--- config.mk ---
export PLATFORM = sky130hd
export DESIGN_NAME = crwc_front
export DESIGN_NICKNAME = d
export VERILOG_FILES = /design/src/rtl/chunk_request_window_control_unit_defines.svh /design/src/rtl/crwc_pkg.sv /design/src/rtl/crwc_front.sv
export SDC_FILE = /design/constraint.sdc
export NUM_CORES = 1
export LEC_CHECK = 0
export BUFFER_PORTS_ARGS = -buffer_cell sky130_fd_sc_hd__buf_2
export CELL_PAD_IN_SITES_DETAIL_PLACEMENT = 2
export CELL_PAD_IN_SITES_GLOBAL_PLACEMENT = 2
export CORE_ASPECT_RATIO = 1.2
export CORE_UTILIZATION = 38
export CTS_CLUSTER_SIZE = 14
export DETAILED_ROUTE_END_ITERATION = 10
export PLACE_DENSITY_LB_ADDON = 0.15
export REMOVE_ABC_BUFFERS = 1
export SKIP_LAST_GASP = 1
export SYNTH_ARGS = -nofsm -noshare
export SYNTH_HDL_FRONTEND = slang
export SYNTH_SLANG_ARGS = --single-unit
export TNS_END_PERCENT = 100
--- constraint.sdc ---
create_clock -name clk -period 6.25 [get_ports clk]
set_input_delay 0.625 -clock clk [delete_from_list [all_inputs] [get_ports clk]]
set_output_delay 0.625 -clock clk [all_outputs]
set_load 0.005 [all_outputs]
--- src/rtl/chunk_request_window_control_unit_defines.svh ---
// Shared assertion macros for the chunk request window control unit.
`ifndef CHUNK_REQUEST_WINDOW_CONTROL_UNIT_DEFINES_SVH
`define CHUNK_REQUEST_WINDOW_CONTROL_UNIT_DEFINES_SVH

// Same-cycle implication, sampled on clk, off during rst.
`define CRWC_ASSERT_IMPLY(lbl, ante, cons, msg) \
  lbl: assert property (@(posedge clk) disable iff (rst) (ante) |-> (cons)) else $error(msg);

// Next-cycle implication, sampled on clk, off during rst.
`define CRWC_ASSERT_NEXT(lbl, ante, cons, msg) \
  lbl: assert property (@(posedge clk) disable iff (rst) (ante) |=> (cons)) else $error(msg);

`endif

--- src/rtl/crwc_pkg.sv ---
`timescale 1ns / 1ps
package crwc_pkg;

  // opcodes of an input word
  localparam logic [1:0] OP_REQ  = 2'd0;
  localparam logic [1:0] OP_SENT = 2'd1;
  localparam logic [1:0] OP_TICK = 2'd2;
  localparam logic [1:0] OP_NONE = 2'd3;

  // result kinds
  localparam logic [1:0] KIND_RELEASE = 2'd0;
  localparam logic [1:0] KIND_ERROR   = 2'd1;
  localparam logic [1:0] KIND_DROP    = 2'd2;

  // register indexes
  localparam logic [1:0] REG_INIT_WIN = 2'd0;
  localparam logic [1:0] REG_WIN_CAP  = 2'd1;
  localparam logic [1:0] REG_TIMEOUT  = 2'd2;

  localparam int KEY_W  = 20;
  localparam int WIN_W  = 7;
  localparam int TIME_W = 32;
  localparam int POS_W  = 64;
  localparam int LEN_W  = 16;
  localparam int TO_W   = 16;

  localparam logic [6:0] MAX_RESULTS = 7'd64;
  localparam logic [6:0] WIN_MAX     = 7'd64;

  typedef struct packed {
    logic [1:0]       opcode;
    logic [KEY_W-1:0] key;
    logic [POS_W-1:0] pos;
    logic [LEN_W-1:0] len;
    logic             failed;
  } item_t;

  typedef struct packed {
    logic [1:0]       kind;
    logic [KEY_W-1:0] key;
    logic [POS_W-1:0] pos;
    logic [LEN_W-1:0] len;
  } result_t;

  typedef struct packed {
    logic [WIN_W-1:0] init_win;
    logic [WIN_W-1:0] win_cap;
    logic [TO_W-1:0]  timeout;
  } cfg_t;

  // zero acts as one, above 64 acts as 64
  function automatic logic [WIN_W-1:0] clamp_window(input logic [WIN_W-1:0] w);
    logic [WIN_W-1:0] r;
    r = w;
    if (w == '0) r = 7'd1;
    else if (w > WIN_MAX) r = WIN_MAX;
    return r;
  endfunction

endpackage

--- src/rtl/crwc_front.sv ---
`timescale 1ns / 1ps
module crwc_front
  import crwc_pkg::*;
(
  input  logic         clk,
  input  logic         rst,
  input  logic         s_tvalid,
  output logic         s_tready,
  input  logic [103:0] s_tdata,  // friend[11:0], file[19:12], position[83:20],
                                 // length[99:84], send_failed[100], zero pad
  input  logic [1:0]   s_tuser,  // opcode
  output item_t        item,
  output logic         item_valid,
  input  logic         item_ready
);

  item_t      fifo [2];
  logic       wr_ptr;
  logic       rd_ptr;
  logic [1:0] cnt;
  logic       take;
  logic       push;
  logic       pop;
  item_t      in_word;

  // decode the incoming word; key is friend over file
  always_comb begin
    in_word.opcode = s_tuser;
    in_word.key    = {s_tdata[11:0], s_tdata[19:12]};
    in_word.pos    = s_tdata[83:20];
    in_word.len    = s_tdata[99:84];
    in_word.failed = s_tdata[100];
  end

  assign s_tready   = (cnt != 2'd2);
  assign take       = s_tvalid && s_tready;
  // unknown opcode is taken and discarded here
  assign push       = take && (s_tuser != OP_NONE);
  assign item_valid = (cnt != 2'd0);
  assign item       = fifo[rd_ptr];
  assign pop        = item_valid && item_ready;

  // two-entry queue toward the back end
  always_ff @(posedge clk) begin
    if (rst) begin
      wr_ptr <= 1'b0;
      rd_ptr <= 1'b0;
      cnt    <= 2'd0;
    end else begin
      if (push) wr_ptr <= ~wr_ptr;
      if (pop) rd_ptr <= ~rd_ptr;
      cnt <= cnt + 2'(push) - 2'(pop);
    end
  end

  always_ff @(posedge clk) begin
    if (push) fifo[wr_ptr] <= in_word;
  end

endmodule

==> results.yml <==
placement:
  dpl_worst_slack_ns: 3.13
  dp.cells: 813
  place.gp.congestion: 0.683
  portBuffers: 211
  dpl.hpwl_mm: 11.4
clocking:
  worstSkewPairLatency_ns: 0.50
  holdBufCountCts: 0
  cts_tree: "yes"
  cts_buffer_depth: 3
  cts.sinks: 211
  clk_pin_slew_ns: 0.06
  clockRootBuffer: "clkbuf_16"
  cts_resized: 0
  postCtsSetupBuffers: 0
  cts_htree_levels: 1
  cts_buffers: 23
worst_setup_path:
  crit_path_cell_trace: "buf_4 -> mux2_2 -> buf_2"
  crit_slowest_cell: "buf_4"
  critPathTopFamily: "buffers and inverters"
  start_kind: "flop"
  cp.arrival_ns: 2.59
  cp_num_buf_inv: 2
  cp.required_ns: 5.62
  critPathKind: "flop to output port"
  cp_max_fo: 65
  rrSetupSlack_ns: 3.49
  cp-end-kind: "output port"
  cpPeakStageDelay_ns: 0.77
yosys:
  synth-warning-count: 0
  ys_seq_elements: 211
  yosysTopAreaCellShare_pct: 80.5
  synth_area_leaders: "edfxtp_1, mux2_2, dfxtp_1, buf_6, nor2_1"
  synth_area_sq_um: 7680
  ys_seq_area_share_pct: 81.8
  synth_cells: 347
  syn_avg_cell_area_sq_um: 22.1
  yosys.area.top_type: "edfxtp_1"
  yosysUniqueCellTypes: 19
final_layout:
  area_growth_pct: 27.7
  mostFrequentLayoutCells: "buf_2, edfxtp_1, mux2_2, clkbuf_16, clkinv_1"
  final_common_cell: "buf_2"
  drive_above_1_share_pct: 60.2
  final_nets: 689
  finalNonFillerCells: 855
timing:
  max_freq_ghz: 0.311
  rsz0062_at_grt: "false"
  max-slew-margin-rel_pct: 19.3
  holdWs_ns: 0.316
  fin_skew_ns: 0.00978
  setup_viol: 0
  final.period_utilization_pct: 51.4
  fin_crit_ns: 3.22
  hold_viol_final: 0
  drv_slew: 0
  finalSetupTns_ns: 0
  timing.final.ws_setup_ns: 3.03
  worstMarginPinSlew_ns: 1.21
floorplanning:
  dieArea_sq_um: 20800
  start_util_pct: 39.0
  die_y_um: 158
  core_sq_um: 19700
  row_count: 56
  die_w_um: 132
  ioPinCount: 215
route:
  vias_per_cell: 4.69
  routedWlPerCell_um: 20.1
  drt-pass1-iter-count: 4
  ant_nets: 0
  vias: 4011
  finalWirelength_mm: 17.2
  post-route-drc-count: 0
  drt_iter0_drc: 154
outcome:
  status: "finished, final reports clean"
power:
  total_power_w: 0.00411
  power.density_nw_per_um2: 419
  ir_drop_uv: 238
  leakagePower_nw: 3.64
global_route:
  grt_pass1_wl_mm: 25.5
  antenna_found_initial: 2
  grtUsageTotal_pct: 16.4
  overflow: 0
  grt_max_degree: 66
  first_global_vias: 4507
hold_path:
  hold_path.class: "input pin to flop"
job:
  maxCapViolCount: 0
state kept, by name, indices dropped and copies added, names as in the netlist, named ones only:
name / flops
fifo: 206
cnt: 2
rd_ptr: 1
wr_ptr: 1
logic make-up after synthesis:
group                      after synthesis  share of synthesized area [%]
and+or+nand+nor                         14                          0.847
AOI/OAI and AO/OA                        1                         0.0978
buffers and inverters                   13                           1.42
adders and majority gates                2                          0.326
DFF                                    211                           81.8
muxes                                  104                           15.2
xor gates and xnor gates                 2                          0.228
power by group:
part           internal (W)  total (W)  switching, W
combinational      0.000438   0.000846      0.000408
sequential          0.00177    0.00185     0.0000856
clock              0.000878    0.00141      0.000531
total               0.00308    0.00411       0.00102
synthesized netlist by cell type (all sizes together):
| cell type | count |
|---|---|
| dfxtp | 5 |
| nand2b | 1 |
| xor2 | 1 |
| buf | 11 |
| o21a | 1 |
| nor2b | 1 |
| nand3 | 1 |
| inv | 2 |
| mux2 | 104 |
| nand2 | 1 |
| or2 | 1 |
| edfxtp | 206 |
| nor3 | 1 |
| ha | 2 |
| and2 | 1 |
| xnor2 | 1 |
| nor2 | 7 |
final timing paths:
check                   start  depth (start not counted)     endpoint
setup / recovery         flop                          3     item[31]
setup reg to reg       cnt[0]                          4  fifo[0][27]
hold reg to reg        rd_ptr                          2       rd_ptr
hold / removal    s_tdata[51]                          1  fifo[0][48]
per-stage QoR:
step | util [%] | cell area, sq um
after floorplan | - | 7580
after global placement | 45.8 | 9020
after detailed placement | 45.8 | 9020
after CTS | 49.8 | 9810
after global routing | 49.8 | 9810
final | 49.8 | 9810
layer usage:
layer | global-route usage [%] | part of all wire, % | vias up
met4 | 4.98 | 1.6 | 0
met5 | 0 | 0 | -
met3 | 4.64 | 6.5 | 21
met1 | 16.4 | 34 | 2028
met2 | 32.6 | 58 | 127
li1 | - | - | 1835
final cells by class:
type | count | area, sq um
fill | 1782 | 9880
multi-input combinational | 123 | 1300
antenna | 1 | 2.50
clock buffer | 24 | 579
sequential | 211 | 6290
clock inverter | 17 | 210
tap | 261 | 327
inverter | 2 | 7.51
timing repair buffer | 216 | 1090
(Power assumes the default switching activity.)
